==> src/design/hppd_pkg.sv <==
`timescale 1ns / 1ps
package hppd_pkg;

  localparam int PALETTE_ENTRIES_DEFAULT = 256;
  localparam int QUEUE_DEPTH = 2;

  localparam int CFG_INDEX_W = 2;
  localparam int CFG_DATA_W  = 16;
  localparam int COL_W       = 16;

  localparam logic [CFG_INDEX_W-1:0] CFG_MODE        = 2'd0;
  localparam logic [CFG_INDEX_W-1:0] CFG_HALF_BRIGHT = 2'd1;
  localparam logic [CFG_INDEX_W-1:0] CFG_START_X     = 2'd2;
  localparam logic [CFG_INDEX_W-1:0] CFG_END_X       = 2'd3;

  localparam logic [1:0] MODE_HAM6 = 2'd1;
  localparam logic [1:0] MODE_HAM8 = 2'd2;

  localparam logic [1:0] HAM_HOLD   = 2'd0;
  localparam logic [1:0] HAM_BLUE   = 2'd1;
  localparam logic [1:0] HAM_RED    = 2'd2;
  localparam logic [1:0] HAM_GREEN  = 2'd3;

  typedef enum logic [2:0] {
    OP_WRITE,
    OP_LOOKUP,
    OP_MOD_BLUE,
    OP_MOD_RED,
    OP_MOD_GREEN
  } op_t;

  typedef struct packed {
    op_t         op;
    logic        line_start;
    logic [7:0]  index;
    logic        black;
    logic        halve;
    logic [7:0]  mod_val;
    logic        keep_low;
    logic        emit;
    logic        last;
    logic [23:0] color;
  } item_t;

endpackage

==> src/design/hppd_queue.sv <==
`timescale 1ns / 1ps
module hppd_queue (
  input  logic            clk,
  input  logic            rst,
  input  logic            in_valid,
  output logic            in_ready,
  input  hppd_pkg::item_t in_item,
  output logic            out_valid,
  input  logic            out_ready,
  output hppd_pkg::item_t out_item
);

  localparam int PW = $clog2(hppd_pkg::QUEUE_DEPTH);
  localparam int CW = $clog2(hppd_pkg::QUEUE_DEPTH + 1);

  hppd_pkg::item_t slots [hppd_pkg::QUEUE_DEPTH];
  logic [PW-1:0]   wr_ptr;
  logic [PW-1:0]   rd_ptr;
  logic [CW-1:0]   count;
  logic            push;
  logic            pop;

  assign in_ready  = count != CW'(hppd_pkg::QUEUE_DEPTH);
  assign out_valid = count != '0;
  assign out_item  = slots[rd_ptr];
  assign push      = in_valid && in_ready;
  assign pop       = out_valid && out_ready;

  always_ff @(posedge clk) begin
    if (push) begin
      slots[wr_ptr] <= in_item;
    end
  end

  always_ff @(posedge clk) begin
    if (rst) begin
      wr_ptr <= '0;
      rd_ptr <= '0;
      count  <= '0;
    end else begin
      if (push) begin
        wr_ptr <= (wr_ptr == PW'(hppd_pkg::QUEUE_DEPTH - 1)) ? '0 : wr_ptr + 1'b1;
      end
      if (pop) begin
        rd_ptr <= (rd_ptr == PW'(hppd_pkg::QUEUE_DEPTH - 1)) ? '0 : rd_ptr + 1'b1;
      end
      if (push && !pop) begin
        count <= count + 1'b1;
      end else if (pop && !push) begin
        count <= count - 1'b1;
      end
    end
  end

endmodule

==> config.mk <==
export PLATFORM = sky130hd
export DESIGN_NAME = hppd_queue
export DESIGN_NICKNAME = d
export VERILOG_FILES = /design/src/design/hppd_pkg.sv /design/src/design/hppd_queue.sv
export SDC_FILE = /design/constraint.sdc
export NUM_CORES = 1
export LEC_CHECK = 0
export BUFFER_PORTS_ARGS = -buffer_cell sky130_fd_sc_hd__buf_2
export CAP_MARGIN = 10
export CORE_ASPECT_RATIO = 0.75
export CORE_MARGIN = 3
export CORE_UTILIZATION = 47
export DETAILED_ROUTE_END_ITERATION = 10
export PLACE_DENSITY = 0.78
export SETUP_SLACK_MARGIN = 0.02
export SLEW_MARGIN = 25
export SYNTH_ARGS = -nofsm -noshare
export SYNTH_HDL_FRONTEND = slang
export SYNTH_SLANG_ARGS = --single-unit
export TNS_END_PERCENT = 100
==> constraint.sdc <==
create_clock -name clk -period 3.4 [get_ports clk]
set_clock_uncertainty 0.2 [all_clocks]
set_input_delay 0.51 -clock clk [delete_from_list [all_inputs] [get_ports clk]]
set_output_delay 0.51 -clock clk [all_outputs]
set_load 0.05 [all_outputs]
; ---- After elaboration in Yosys (flattened, before gate mapping)
; Memories as Yosys holds them, arrays and structs flattened. A register that Yosys moved wholly into a read port is not among the register bits.
; Index checks and enable logic that the tools add are counted.
; W data, S select, Z words.
[word_totals]
regBits = 4
ramBits = 98
in_bits = 53
out_inout_bits = 51
wordCells = 25
memories = 1
[op_classes]
n_addsub = 4
n_eq_ne = 1
n_mux = 8
reduce_logical = 8
[mem_list]
columns = memory, words, width, read_ports, rd_ports_with_merged_regs, write_ports, line
row1 = slots, 2, 49, 1, 1, 1, hppd_queue.sv:16  ; hppd_pkg::item_t slots [hppd_pkg::QUEUE_DEPTH];
[op_table]
columns = op, n
row1 = $mux W1, 6
row2 = $logic_and A1 B1 Y1, 4
row3 = $mux W2, 2
row4 = $reduce_bool A2 Y1, 2
row5 = $add A1 B1 Y1 const B, 2
row6 = $add A2 B1 Y2 const B, 1
row7 = $logic_not A1 Y1, 2
row8 = $ne A2 B2 Y1 const B, 1
row9 = $sub A2 B1 Y2 const B, 1

; ---- Logic depth before layout (Yosys ltp)
[depth]
word_depth = 6
ltp_mapped = 6
ltp_nobuf = 6

; ---- Worst setup path before layout
; Ideal clock, no wire load.
[synth_path]
kind = register -> register
start = register count[0]
end = memory slots[1][0] in the netlist's numbering (enable)
setup_ns = 0.412
arrival_ns = 2.198
required_time_ns = 2.788
path_slack_ns = 0.591
path_stages_with_launch = 3
period_less_slack_ns = 2.809
cell_sequence = dfxtp_1 > nand2b_1 > and3_1
[synth_via]
elab_chain_len = 4
[synth_lines]
columns = element, line
row1 = "start, declared", hppd_queue.sv:19  ; logic [CW-1:0] count;
row2 = "start signal, assigned", hppd_queue.sv:48  ; count <= count + 1'b1;
row3 = "start signal, assigned", hppd_queue.sv:50  ; count <= count - 1'b1;
row4 = $ne A2 B2 Y1, hppd_queue.sv:23  ; assign in_ready = count != CW'(hppd_pkg::QUEUE_DEPTH);
row5 = via in_ready, hppd_queue.sv:6  ; output logic in_ready,
row6 = $logic_and A1 B1 Y1, hppd_queue.sv:26  ; assign push = in_valid && in_ready;
row7 = $mux W1, hppd_queue.sv:30  ; if (push) begin
row8 = $mux W1 (implied by the code), hppd_queue.sv:31  ; slots[wr_ptr] <= in_item;
row9 = "end, declared", hppd_queue.sv:16
; The timed path passes the listed nets, and every way through them passes these cells.

==> out/results.txt <==
Routed met3 length: 649 µm
Critical Path Slowest Stage Cell: dfxtp_2
Synth Instances: 176
Pre-CTS WS: 1.145 ns
Setup violators final: 0
Final-report hold violation count: 0
Remaining design rule violation count: 0
Most common cell in the netlist: edfxtp_1
1st-iter DRT viols: 54
DRT Pass-1 Iters: 4
CTS tree: yes
Die area: 0.009100 mm²
Top cells by area, synth: edfxtp_1 (78%), mux2_2 (15%), dfxtp_1 (2.7%)
Simple-Gate Fraction of Synth Area: 1.334%
Crit path cell chain: buf_12 > mux2_2 > buf_2
Core area: 0.007533 mm²
Largest family of logic cells by synthesized area: multiplexers
Yosys cell types: 19
TNS Setup: 0 ns
Area grow syn2layout: 23.68%
Clk sinks: 103
Final worst path period share: 76.72%
Root Driver: clkbuf_8
Cell taking the most area after synthesis: edfxtp_1
Fin worst setup slack: 0.7916 ns
Status: complete, no violations
Crit path time final: 2.608 ns
Adder-cell share of the synthesized area: 0.3336%
Die Y: 83.37 µm
Pins Over Slew Limit: 0
Wire per inst: 16.11 µm
Top Metal Used: met4
Drt via density: 4.871
Detail Placement HPWL: 4402 µm
Post-synthesis xor/xnor area fraction: 0.7005%
Final Non-Filler Cells: 396
Critical path fanouts, max: 27
Syn_nets: 230
Predominant post-synthesis flop cell: edfxtp_1
Drt total wl: 6380 µm
Clock transition at path regs: 0.10 ns
Layout cells sized above 1: 60.34%
Design area: 0.004639 mm²
RSZ-0062 raised after global routing: no
Leak pwr: 0.001736 µW
Max-capacitance violation count: 0
WS Path Type: flip-flop to output port
Slew @ Worst Pin: 0.6333 ns
Share of the synthesized area in the top cell type: 78.45%
Synth Cell Area: 0.003751 mm²
Met2 wire length: 3006 µm
Crit path arrival time: 1.90 ns
Crit path capture type: output port
Post-synth EDFFs: 98
Number of global-route vias before repair: 2,055
Asr flop ratio synth: 0%
Post-synth top cells: edfxtp_1 (98), mux2_2 (49), dfxtp_1 (5)
GPL Wtd Cong: 0.7263
Setup bufs post-CTS: 0
Antenna cells: 0
First-pass GRT wire length: 10,290 µm
CP peak stage delay: 0.68 ns
Remaining antenna violation count: 0
Post-synthesis mux area share: 14.71%
Total GRT Usage: 15.07%
Wl on met1: 2682 µm
Required time of the critical path: 2.69 ns
H-tree depth: 3
Clk buf depth: 2
Peak Freq: 383.4 MHz
Num CTS Buffers: 9
Via count: 1,929
HP Class: input port to flip-flop
Clock Latency Late Sink: 0.35 ns
Maximum vdd ir drop: 441.2 µV
Net count, final: 344
Synth Area per Inst: 21.31 µm²
Ys Warns: 0
Antenna violations before repair: 0
Hold_buf cts: 0
Power Total: 3900 µW
Startpoint Class: flip-flop
I/O pin cnt: 104
Max-Slew Margin vs Limit: 57.78%
Core Rows: 27
Grt total ovfl: 0
Dpl cells: 380
Sequential-to-total area share from yosys stat: 81.12%
Area of placed instances: 0.004412 mm²
Post-CTS resize count: 0
Overall die width: 109.2 µm
Port-buffer cells: 103
Initial Util: 49.79%
Pwr/cell area: 840.7 mW/mm²
Compound-gate portion of the synthesized area: 0.8005%
Largest net degree at the start of global routing: 28
Register bit total from synthesis: 103
## sequential cells by signal (all words and copies together) (netlist names), named ones only
name    count
wr_ptr      1
slots      98
count       2
rd_ptr      1
## cell usage in the layout, fill, tap and decap left out, drive strengths merged, types with 2 or more instances in the layout
master / count
nor2: 3
edfxtp: 98
o21ai: 2
a21oi: 2
bufinv: 2
dfxtp: 5
buf: 108
inv: 3
xor2: 3
clkinvlp: 2
mux2: 49
clkbuf: 9
## final timing paths
path	start	to	slack, ns	cells past startpoint
worst max-delay path	flip-flop	out_item[14]	0.79	3
worst min-delay path	in_item[16]	slots[1][16]	0.13	1
worst max register to register	count[0]	slots[1][3]	1.31	3
worst min register to register	count[1]	count[1]	0.34	2
## worst max-delay path, delay by kind of cell (launching register included)
family | cells | cell delay (ns)
flip-flops | 1 | 0.68
buffers and inverters | 2 | 0.48
multiplexers | 1 | 0.37
## final cells by class
class	instances	area [µm²]
inverters	1	3.754
flip-flops and latches	103	3044
clock buffers	9	123.9
fillers	581	2894
repair buffers	108	565.5
well taps	101	126.4
clock inverters	7	103.9
multi-input cells	67	671.9
## where the power goes
group | internal [µW] | leakage [µW] | switching [µW]
clock | 423 | 0.000108 | 412
combinational | 404 | 0.000671 | 994
sequential | 1590 | 0.000957 | 81.8
## logic make-up after synthesis
family,Yosys count
adder cells (fa/ha/maj),1
AO/OA/AOI/OAI,5
XOR/XNOR,3
buffers and inverters,6
flip-flops,103
AND/OR/NAND/NOR,9
multiplexers,49
## routing by layer
| layer | vias to the layer above | track usage (%) |
|---|---|---|
| met1 | 923 | 18.82 |
| met2 | 86 | 24.25 |
| met3 | 5 | 6.838 |
| li1 | 915 | - |
| met5 | - | 0 |
| met4 | 0 | 3.096 |
## through the flow
step                      utilization, %  hold slack [ns]
after detailed placement           58.56           0.3370
after floorplan                        -           0.2705
final                              61.58           0.1330
after global routing               61.58           0.1007
after CTS                          61.58           0.1114
after global placement             58.56           0.2881
Note: power is estimated with default switching activity, not from simulation.
