File: config.mk
export PLATFORM = sky130hd
export DESIGN_NAME = hppd_front
export DESIGN_NICKNAME = d
export VERILOG_FILES = /design/src/design/hppd_pkg.sv /design/src/design/hppd_front.sv
export SDC_FILE = /design/constraint.sdc
export NUM_CORES = 1
export LEC_CHECK = 0
export ABC_AREA = 1
export ABC_CLOCK_PERIOD_IN_PS = 5100
export BUFFER_PORTS_ARGS = -buffer_cell sky130_fd_sc_hd__buf_2
export CORE_MARGIN = 2
export CORE_UTILIZATION = 55
export DETAILED_ROUTE_END_ITERATION = 16
export HOLD_SLACK_MARGIN = 0.12
export PLACE_DENSITY = 0.86
export SLEW_MARGIN = 20
export SYNTH_ARGS = -nofsm -noshare
export SYNTH_HDL_FRONTEND = slang
export SYNTH_SLANG_ARGS = --single-unit
File: constraint.sdc
create_clock -name clk -period 5.1 [get_ports clk]
set_clock_uncertainty 0.05 [all_clocks]
set_input_delay 0.51 -clock clk [delete_from_list [all_inputs] [get_ports clk]]
set_output_delay 0.51 -clock clk [all_outputs]
set_load 0.05 [all_outputs]
File: src/design/hppd_pkg.sv
`timescale 1ns / 1ps
package hppd_pkg;

  localparam int PALETTE_ENTRIES_DEFAULT = 256;
  localparam int QUEUE_DEPTH = 2;

  localparam int CFG_INDEX_W = 2;
  localparam int CFG_DATA_W  = 16;
  localparam int COL_W       = 16;

  localparam logic [CFG_INDEX_W-1:0] CFG_MODE        = 2'd0;
  localparam logic [CFG_INDEX_W-1:0] CFG_HALF_BRIGHT = 2'd1;
  localparam logic [CFG_INDEX_W-1:0] CFG_START_X     = 2'd2;
  localparam logic [CFG_INDEX_W-1:0] CFG_END_X       = 2'd3;

  localparam logic [1:0] MODE_HAM6 = 2'd1;
  localparam logic [1:0] MODE_HAM8 = 2'd2;

  localparam logic [1:0] HAM_HOLD   = 2'd0;
  localparam logic [1:0] HAM_BLUE   = 2'd1;
  localparam logic [1:0] HAM_RED    = 2'd2;
  localparam logic [1:0] HAM_GREEN  = 2'd3;

  typedef enum logic [2:0] {
    OP_WRITE,
    OP_LOOKUP,
    OP_MOD_BLUE,
    OP_MOD_RED,
    OP_MOD_GREEN
  } op_t;

  typedef struct packed {
    op_t         op;
    logic        line_start;
    logic [7:0]  index;
    logic        black;
    logic        halve;
    logic [7:0]  mod_val;
    logic        keep_low;
    logic        emit;
    logic        last;
    logic [23:0] color;
  } item_t;

endpackage

File: src/design/hppd_front.sv
`timescale 1ns / 1ps
module hppd_front #(
  parameter int PALETTE_ENTRIES = hppd_pkg::PALETTE_ENTRIES_DEFAULT
) (
  input  logic                             clk,
  input  logic                             rst,
  input  logic                             cfg_valid,
  output logic                             cfg_ready,
  input  logic [hppd_pkg::CFG_INDEX_W-1:0] cfg_index,
  input  logic [hppd_pkg::CFG_DATA_W-1:0]  cfg_data,
  input  logic                             s_axis_tvalid,
  output logic                             s_axis_tready,
  input  logic [39:0]                      s_axis_tdata,
  input  logic [1:0]                       s_axis_tuser,
  output logic                             q_valid,
  input  logic                             q_ready,
  output hppd_pkg::item_t                  q_item
);

  logic [1:0]                    mode;
  logic                          half_bright;
  logic [hppd_pkg::COL_W-1:0]    start_x;
  logic [hppd_pkg::COL_W-1:0]    end_x;
  logic [hppd_pkg::COL_W-1:0]    column;
  logic [hppd_pkg::COL_W-1:0]    column_next;
  logic [hppd_pkg::COL_W-1:0]    col_use;
  logic                          accept;
  logic                          cmd;
  logic                          line_start;
  logic [7:0]                    pen;
  logic [7:0]                    entry_index;
  logic [7:0]                    idx;
  logic [7:0]                    idx_adj;
  logic                          halve;

  assign cmd         = s_axis_tuser[0];
  assign line_start  = s_axis_tuser[1];
  assign pen         = s_axis_tdata[7:0];
  assign entry_index = s_axis_tdata[15:8];

  assign cfg_ready     = 1'b1;
  assign s_axis_tready = q_ready;
  assign q_valid       = s_axis_tvalid;
  assign accept        = s_axis_tvalid && q_ready;

  always_ff @(posedge clk) begin
    if (rst) begin
      mode        <= '0;
      half_bright <= 1'b0;
      start_x     <= '0;
      end_x       <= '0;
    end else if (cfg_valid) begin
      unique case (cfg_index)
        hppd_pkg::CFG_MODE:        mode        <= cfg_data[1:0];
        hppd_pkg::CFG_HALF_BRIGHT: half_bright <= cfg_data[0];
        hppd_pkg::CFG_START_X:     start_x     <= cfg_data;
        hppd_pkg::CFG_END_X:       end_x       <= cfg_data;
        default: ;
      endcase
    end
  end

  always_comb begin
    col_use     = line_start ? '0 : column;
    column_next = (col_use == '1) ? col_use : col_use + 1'b1;
  end

  always_ff @(posedge clk) begin
    if (rst) begin
      column <= '0;
    end else if (accept && !cmd) begin
      column <= column_next;
    end
  end

  always_comb begin
    q_item            = '0;
    q_item.line_start = line_start;
    q_item.emit       = (col_use >= start_x) && (col_use < end_x);
    q_item.last       = ({1'b0, col_use} + 17'd1) == {1'b0, end_x};
    q_item.color      = {s_axis_tdata[23:16], s_axis_tdata[31:24], s_axis_tdata[39:32]};
    idx               = pen;
    if (cmd) begin
      q_item.op = hppd_pkg::OP_WRITE;
    end else begin
      unique case (mode)
        hppd_pkg::MODE_HAM6: begin
          idx            = {4'd0, pen[3:0]};
          q_item.mod_val = {pen[3:0], pen[3:0]};
          unique case (pen[5:4])
            hppd_pkg::HAM_HOLD:  q_item.op = hppd_pkg::OP_LOOKUP;
            hppd_pkg::HAM_BLUE:  q_item.op = hppd_pkg::OP_MOD_BLUE;
            hppd_pkg::HAM_RED:   q_item.op = hppd_pkg::OP_MOD_RED;
            default:             q_item.op = hppd_pkg::OP_MOD_GREEN;
          endcase
        end
        hppd_pkg::MODE_HAM8: begin
          idx             = {2'd0, pen[5:0]};
          q_item.mod_val  = {pen[5:0], 2'd0};
          q_item.keep_low = 1'b1;
          unique case (pen[7:6])
            hppd_pkg::HAM_HOLD:  q_item.op = hppd_pkg::OP_LOOKUP;
            hppd_pkg::HAM_BLUE:  q_item.op = hppd_pkg::OP_MOD_BLUE;
            hppd_pkg::HAM_RED:   q_item.op = hppd_pkg::OP_MOD_RED;
            default:             q_item.op = hppd_pkg::OP_MOD_GREEN;
          endcase
        end
        default: begin
          q_item.op = hppd_pkg::OP_LOOKUP;
        end
      endcase
    end
    halve   = !cmd && half_bright && (idx[7:5] == 3'b001);
    idx_adj = halve ? {3'd0, idx[4:0]} : idx;
    if (cmd) begin
      q_item.index = entry_index;
    end else begin
      q_item.index = idx_adj;
    end
    q_item.halve = halve;
    q_item.black = {1'b0, q_item.index} >= 9'(PALETTE_ENTRIES);
  end

endmodule

; ---- Yosys cells after proc, flatten, opt, wreduce, memory -nomap -nowiden
; Index checks and enable logic that the tools add are counted.
; W data, S select, Z words.
[totals]
register_bits = 51
in_bits = 65
output_inout_bits = 52
wordCells = 47
[op_classes]
addsub = 2
magnitude_cmp = 2
eq_ne = 12
n_mux = 13
n_reduce_logical = 13
[op_table]
columns = op, n
row1 = $mux W16, 2
row2 = $pmux W8 S2, 2
row3 = $mux W8, 3
row4 = $pmux W3 S3, 2
row5 = $add A16 B1 Y17 const B, 1
row6 = $eq A17 B16 Y1, 1
row7 = $add A16 B1 Y16 const B, 1
row8 = $eq A16 B16 Y1 const B, 1
row9 = $ge A16 B16 Y1, 1
row10 = $lt A16 B16 Y1, 1
row11 = $eq A2 B2 Y1 const B, 5
row12 = $mux W9, 1
row13 = $eq A2 B1 Y1 const B, 4
row14 = $reduce_and A2 Y1, 4
row15 = $logic_not A2 Y1, 3
row16 = $pmux W3 S2, 1
row17 = $logic_and A1 B1 Y1, 5
row18 = $eq A3 B1 Y1 const B, 1
row19 = $mux W3, 1
row20 = $logic_not A1 Y1, 1
row21 = $mux W1, 1

; ---- Depth between registers and ports, before layout
; Gate-level depths: netlist (run 1).
[logic_depth]
depth_word = 7
ltp_mapped = 14
depth_no_buf = 14

; ---- Least setup slack after synthesis (run 1)
; Ideal clock, no wire load.
[synth_timing]
kind = input port to output port
start = in s_axis_tuser[0]
end = out q_item[41] (netlist name)
arrival_time_ps = 2323
t_required_ps = 4540
path_slack_ps = 2217
stages = 4
n_path_buf = 2
cell_sequence = clkbuf_1 > inv_1 > clkbuf_1 > a221oi_1
[synth_lines]
columns = item, line_no
row1 = from (decl), hppd_front.sv:14  ; input logic [1:0] s_axis_tuser,
row2 = to (decl), hppd_front.sv:17  ; output hppd_pkg::item_t q_item

==> results of run 1 <==
## cell families (layout without fill, tap and decap cells)
kind of cell,after synthesis,in the layout,synth area share [%]
compound gates,132,132,18.5
xor+xnor,4,4,1.27
fa+ha+maj,34,34,11.1
buf+inv,134,161,16.3
flops,51,51,26.6
other cells,2,2,0.196
simple gates,240,240,26.1
## cell type report
cell class,count,area (sq um),share of cell area [%]
multi-input combinational,412,2190,53.9
sequential,51,1020,25.1
timing repair buffer,66,330,8.14
inverter,87,327,8.04
tap,80,100,2.47
clock buffer,5,68.8,1.69
clock inverter,3,23.8,0.586
## registers in the layout, summed over array words and instances (netlist names)
signal / count
half_bright: 1
end_x: 16
column: 16
start_x: 16
mode: 2
## power groups by stage
| stage | clock network, mW | registers (mW) | logic (mW) |
|---|---|---|---|
| 4_1_cts | 0.255 | 0.427 | 0.214 |
| 5_1_grt | 0.273 | 0.429 | 0.241 |
| 2_1_floorplan | 0 | 0.433 | 0.210 |
| 3_3_place_gp | 0 | 0.436 | 0.208 |
| 6_report | 0.250 | 0.427 | 0.216 |
| 3_5_place_dp | 0 | 0.436 | 0.212 |
## worst max-delay path by stage
| stage | from | end | slack (ns) |
|---|---|---|---|
| after floorplan | s_axis_tuser[0] | q_item[41] | 2.22 |
| after global placement | s_axis_tuser[1] | q_item[24] | 2.09 |
| after detailed placement | s_axis_tuser[1] | q_item[24] | 2.06 |
| after CTS | s_axis_tuser[1] | q_item[24] | 2.05 |
| after global routing | s_axis_tuser[1] | q_item[24] | 1.75 |
| final | s_axis_tuser[1] | q_item[24] | 2.00 |
## worst max-delay path: stages
cell,delay [ns]
buf_2,0.15
inv_2,0.31
nand4_2,0.30
nor2_2,0.27
nand3_1,0.13
nand2_1,0.14
nand2_1,0.06
nand2_1,0.06
nand3_1,0.07
nor2_1,0.12
nand2_1,0.07
nor2_1,0.08
buf_2,0.26
## per-layer routing
| layer | wire, um | vias to the layer above |
|---|---|---|
| met1 | 4410 | 1747 |
| met4 | 166 | 0 |
| met5 | 0 | - |
| li1 | - | 1958 |
| met2 | 4300 | 148 |
| met3 | 640 | 26 |
## Yosys cell counts, types with 5 or more instances
cell / count
nand2_1: 128
inv_1: 85
a21oi_1: 59
nor2_1: 59
o21ai_0: 53
dfxtp_1: 51
nand3_1: 35
ha_1: 34
buf_4: 31
clkbuf_1: 15
nor3_1: 6
o211ai_1: 5
## stage by stage
step                area [sq um]  hold WS [ns]  total power [mW]  util (%)
CTS                         4060         0.407             0.897      60.1
global placement            3970         0.389             0.643      58.7
global route                4060         0.430             0.943      60.1
floorplan                   3840         0.370             0.643         -
finish                      4060         0.410             0.893      60.1
detailed placement          3970         0.394             0.648      58.7
==> impl_metrics.yaml, run 1 <==
outcome:
  outcome: "finished, final reports clean"
global_route:
  grt_pass1_vias: 3572
  grt_antenna_before_repair: 0
  overflow: 0
  met3_usage_pct: 4.15
  grt_start_max_net_pins: 45
  grt_busiest_layer: "met2"
  grt_usage_pct: 25.7
  grt_pass1_wl_mm: 16.0
  gr-usage-met2_pct: 41.0
  use_met1_pct: 35.8
power:
  switching_share_pct: 34.8
  p_seq_share_pct: 47.8
  clockPowerShare_pct: 28.0
  internal_power_mw: 0.582
  pwr-share-comb_pct: 24.2
  cellPowerDensity_nw_per_um2: 220
  leakage_nw: 2.04
  p_switching_mw: 0.311
  ir_drop_mv: 0.163
cells_and_area:
  drive_gt1_share_pct: 13.6
  fin_nets: 722
  num-fill-cells: 651
  area_growth_pct: 5.80
  final_cell_mix: "nand2_1 (128), inv_1 (84), buf_2 (66), nor2_1 (59), a21oi_1 (59)"
  final_cell_count_no_fill: 704
  final_common_cell: "nand2_1"
  diodes: 0
die:
  die_w_um: 87.5
  rows: 30
  initial_core_util_pct: 56.8
  die-height_um: 87.5
  die_area_sq_um: 7660
  pin_count: 117
  fp.coreArea_sq_um: 6760
timing:
  period_share_pct: 60.9
  post-route-min-period_ns: 3.10
  worst_slew_pin_slew_ns: 1.07
  fmax_mhz: 322
  tns_ns: 0
  worst_slack_ns: 2.00
  rsz0062_at_grt: "false"
  finalSetupViolations: 0
  drv_slew: 0
  max_slew_margin_pct: 28.2
  hold_viol_final: 0
clock_network:
  cts-root-buf: "clkbuf_8"
  cts_made_buffers: 5
  postCtsHoldBufs: 0
  postCtsSetupBuffers: 0
  clk_pin_slew_worst_paths_ns: 0.09
  cts_buffer_depth: 2
  clk_latency_ns: 0.32
  clock_sinks: 51
  post_cts_resized: 0
  htree_levels: 2
  cts_tree: "built"
yosys:
  synth_ff_type: "dfxtp_1"
  ys_ff_latch: 51
  syn-num-nets: 696
  yosysSeqAreaShare_pct: 26.6
  netlist_instances: 597
  synth_edf_count: 0
  yosys_warnings: 0
  yosys-top-cells-area: "dfxtp_1 (27%), nand2_1 (13%), ha_1 (11%)"
  synth_top_area_cell: "dfxtp_1"
  synth.top_cell.area_share_pct: 26.6
  syn_avg_cell_area_sq_um: 6.43
  syn-cell-area_sq_um: 3840
  synthDistinctLibCells: 31
  async_reset_ff_share_pct: 0
detailed_routing:
  drc: 0
  vias: 3879
  ant_nets: 0
  wl_mm: 9.52
  drt-wirelength-per-cell_um: 13.5
  vias_per_cell: 5.51
  drt_iter0_markers: 265
  dr.pass1.iters: 5
setup_path:
  cp_max_fo: 25
  cp-end-kind: "output pin"
  cp.arrival_ns: 2.54
  reg2reg_setup_slack_ns: 3.06
  path_class: "in2out"
  reg2reg_to: "column[11]"
  start_kind: "input port"
  worstPathRequired_ns: 4.54
  rr_worst_depth: 9
  reg2reg_from: "column[4]"
flow_run:
  max_cap_violations: 0
place:
  dp.final_hpwl_mm: 7.43
  pre_cts_slack_ns: 2.06
  dp.cells: 696
  place_congestion: 0.938
  portBuffers: 66
worst_hold_path:
  holdPathStages: 2
  min_to: "start_x[0]"
  min_from: "start_x[0]"
  worst_hold_path_type: "reg2reg"
No activity file was read; power rests on OpenSTA's default activity.
==> inputs of run 2 (changes only) <==
--- a/config.mk
+++ b/config.mk
@@ -6,13 +6,13 @@
 export NUM_CORES = 1
 export LEC_CHECK = 0
 export ABC_AREA = 1
-export ABC_CLOCK_PERIOD_IN_PS = 5100
+export ABC_CLOCK_PERIOD_IN_PS = 2600
 export BUFFER_PORTS_ARGS = -buffer_cell sky130_fd_sc_hd__buf_2
 export CORE_MARGIN = 2
-export CORE_UTILIZATION = 55
+export CORE_UTILIZATION = 47
 export DETAILED_ROUTE_END_ITERATION = 16
 export HOLD_SLACK_MARGIN = 0.12
-export PLACE_DENSITY = 0.86
+export PLACE_DENSITY = 0.78
 export SLEW_MARGIN = 20
 export SYNTH_ARGS = -nofsm -noshare
 export SYNTH_HDL_FRONTEND = slang
==> constraint.sdc (replaced) <==
create_clock -name clk -period 2.6 [get_ports clk]
set_clock_uncertainty 0.05 [all_clocks]
set_input_delay 0.26 -clock clk [delete_from_list [all_inputs] [get_ports clk]]
set_output_delay 0.26 -clock clk [all_outputs]
set_load 0.05 [all_outputs]
==> impl_metrics.yaml, run 2 (synthesis results as in run 1) <==
die:
  rows: 32
  fp.coreArea_sq_um: 7810
  die_area_sq_um: 8900
  pin_count: 117
  die-height_um: 94.4
  initial_core_util_pct: 49.2
  die_w_um: 94.4
global_route:
  grt_start_max_net_pins: 45
  met3_usage_pct: 3.11
  gr-usage-met2_pct: 36.5
  overflow: 0
  grt_pass1_vias: 3528
  grt_usage_pct: 22.4
  grt_antenna_before_repair: 0
  grt_busiest_layer: "met2"
  use_met1_pct: 31.0
  grt_pass1_wl_mm: 16.2
cells_and_area:
  diodes: 0
  final_common_cell: "nand2_1"
  area_growth_pct: 10.8
  final_cell_area_sq_um: 4250
  top_regs: "column: 16 flops, end_x: 16 flops, start_x: 16 flops"
  drive_gt1_share_pct: 17.1
  fin_nets: 730
  final_cell_mix: "nand2_1 (127), inv_1 (85), buf_2 (64), a21oi_1 (59)"
place:
  placed_cell_area_sq_um: 4060
  portBuffers: 66
  dp.final_hpwl_mm: 7.45
  place_congestion: 0.932
clock_network:
  postCtsSetupBuffers: 0
  htree_levels: 2
  cts-root-buf: "clkbuf_8"
  postCtsHoldBufs: 0
  post_cts_resized: 4
  clk_latency_ns: 0.31
  clk_pin_slew_worst_paths_ns: 0.09
  cts_made_buffers: 5
  cts_buffer_depth: 2
  cts_tree: "built"
  clock_sinks: 51
timing:
  finalSetupViolations: 0
  fmax_mhz: 415
  hold_viol_final: 0
  worst_slew_pin_slew_ns: 1.03
  drv_slew: 0
  post-route-min-period_ns: 2.41
  max_slew_margin_pct: 31.2
  period_share_pct: 92.6
setup_path:
  start_kind: "register"
  rr_worst_depth: 10
  critPathLaunch: "column[3]"
  max_stage_delay_ns: 0.44
  reg2reg_from: "column[0]"
  cp.arrival_ns: 2.10
  path_class: "reg2out"
  cp-endpoint: "q_item[24]"
  slowest_stage: "dfxtp_1"
  worstPathCellList: "nand2_1 -> nor2_1 -> nand2_1 -> nor2_1 -> nand2_1 -> nand2_1 -> nand2_1 -> nand2_1 -> nand2_1 -> nor2_1 -> nand2_1 -> nor2_2 -> buf_6"
  reg2reg_setup_slack_ns: 0.86
  cp-end-kind: "output pin"
  reg2reg_to: "column[11]"
  cp_max_fo: 5
  cpMostUsedCell: "nand2_1"
  worstPathRequired_ns: 2.29
detailed_routing:
  vias_per_cell: 5.18
  wl_mm: 9.54
  drt_iter0_markers: 245
  drc: 0
  drt-wirelength-per-cell_um: 13.0
  dr.pass1.iters: 7
  vias: 3805
  ant_nets: 0
worst_hold_path:
  worst_hold_path_type: "in2reg"
power:
  pwr-share-comb_pct: 23.7
  total_power_mw: 1.85
  p_switching_mw: 0.601
  clockPowerShare_pct: 30.9
  ir_drop_mv: 0.236
  cellPowerDensity_nw_per_um2: 435
  leakage_nw: 2.10
  switching_share_pct: 32.5
  p_seq_share_pct: 45.3
  internal_power_mw: 1.25
flow_run:
  max_cap_violations: 0
outcome:
  outcome: "finished, final reports clean"
[run 2: cell types whose count changed in the layout (fill, tap and decap cells not counted), sizes merged]
cell      change
buf           +8
clkinvlp      -2
clkinv        +1
bufinv        +1
[run 2: cell type report]
class	instances	area, sq um
Sequential cell	51	1030
Tap cell	102	128
Clock buffer	5	68.8
Multi-Input combinational cell	412	2250
Inverter	87	329
Clock inverter	3	43.8
Timing Repair Buffer	74	403
Fill cell	777	3560
[run 2: power by group through the flow]
| stage | clock network [mW] | logic [mW] | registers, mW |
|---|---|---|---|
| after floorplan | 0 | 0.413 | 0.849 |
| after global placement | 0 | 0.416 | 0.854 |
| after detailed placement | 0 | 0.423 | 0.855 |
| after CTS | 0.576 | 0.426 | 0.837 |
| after global routing | 0.614 | 0.492 | 0.843 |
| final | 0.572 | 0.439 | 0.839 |
[run 2: critical path, delay by kind of cell (launching register included)]
family / cells / cell delay (ns)
simple gates: 12 / 1.18
flops: 1 / 0.44
buf+inv: 1 / 0.16
[run 2: per-layer routing]
metal  vias up  share of wire [%]
met3        16                6.0
met4         0                1.5
met1      1691                 48
met5         -                  0
met2       125                 45
li1       1973                  -
[run 2: worst min path at each step]
stage,slack (ns),cells past startpoint,startpoint,to
after floorplan,0.37,2,start_x[0],start_x[0]
after global placement,0.39,2,start_x[0],start_x[0]
after detailed placement,0.39,2,start_x[0],start_x[0]
after CTS,0.18,3,cfg_data[8],end_x[8]
after global routing,0.18,2,rst,column[7]
final,0.18,2,rst,column[0]
[run 2: stage by stage]
| stage | setup TNS, ns | hold WS (ns) | utilization [%] | cells | worst slack [ns] |
|---|---|---|---|---|---|
| final | 0 | 0.175 | 54.4 | 734 | 0.192 |
| after CTS | 0 | 0.184 | 53.7 | 734 | 0.0514 |
| after detailed placement | 0 | 0.390 | 51.9 | 726 | 0.117 |
| after global routing | -0.00976 | 0.179 | 54.4 | 734 | -0.00976 |
| after floorplan | 0 | 0.370 | - | 597 | 0.216 |
| after global placement | 0 | 0.389 | 51.9 | 726 | 0.130 |
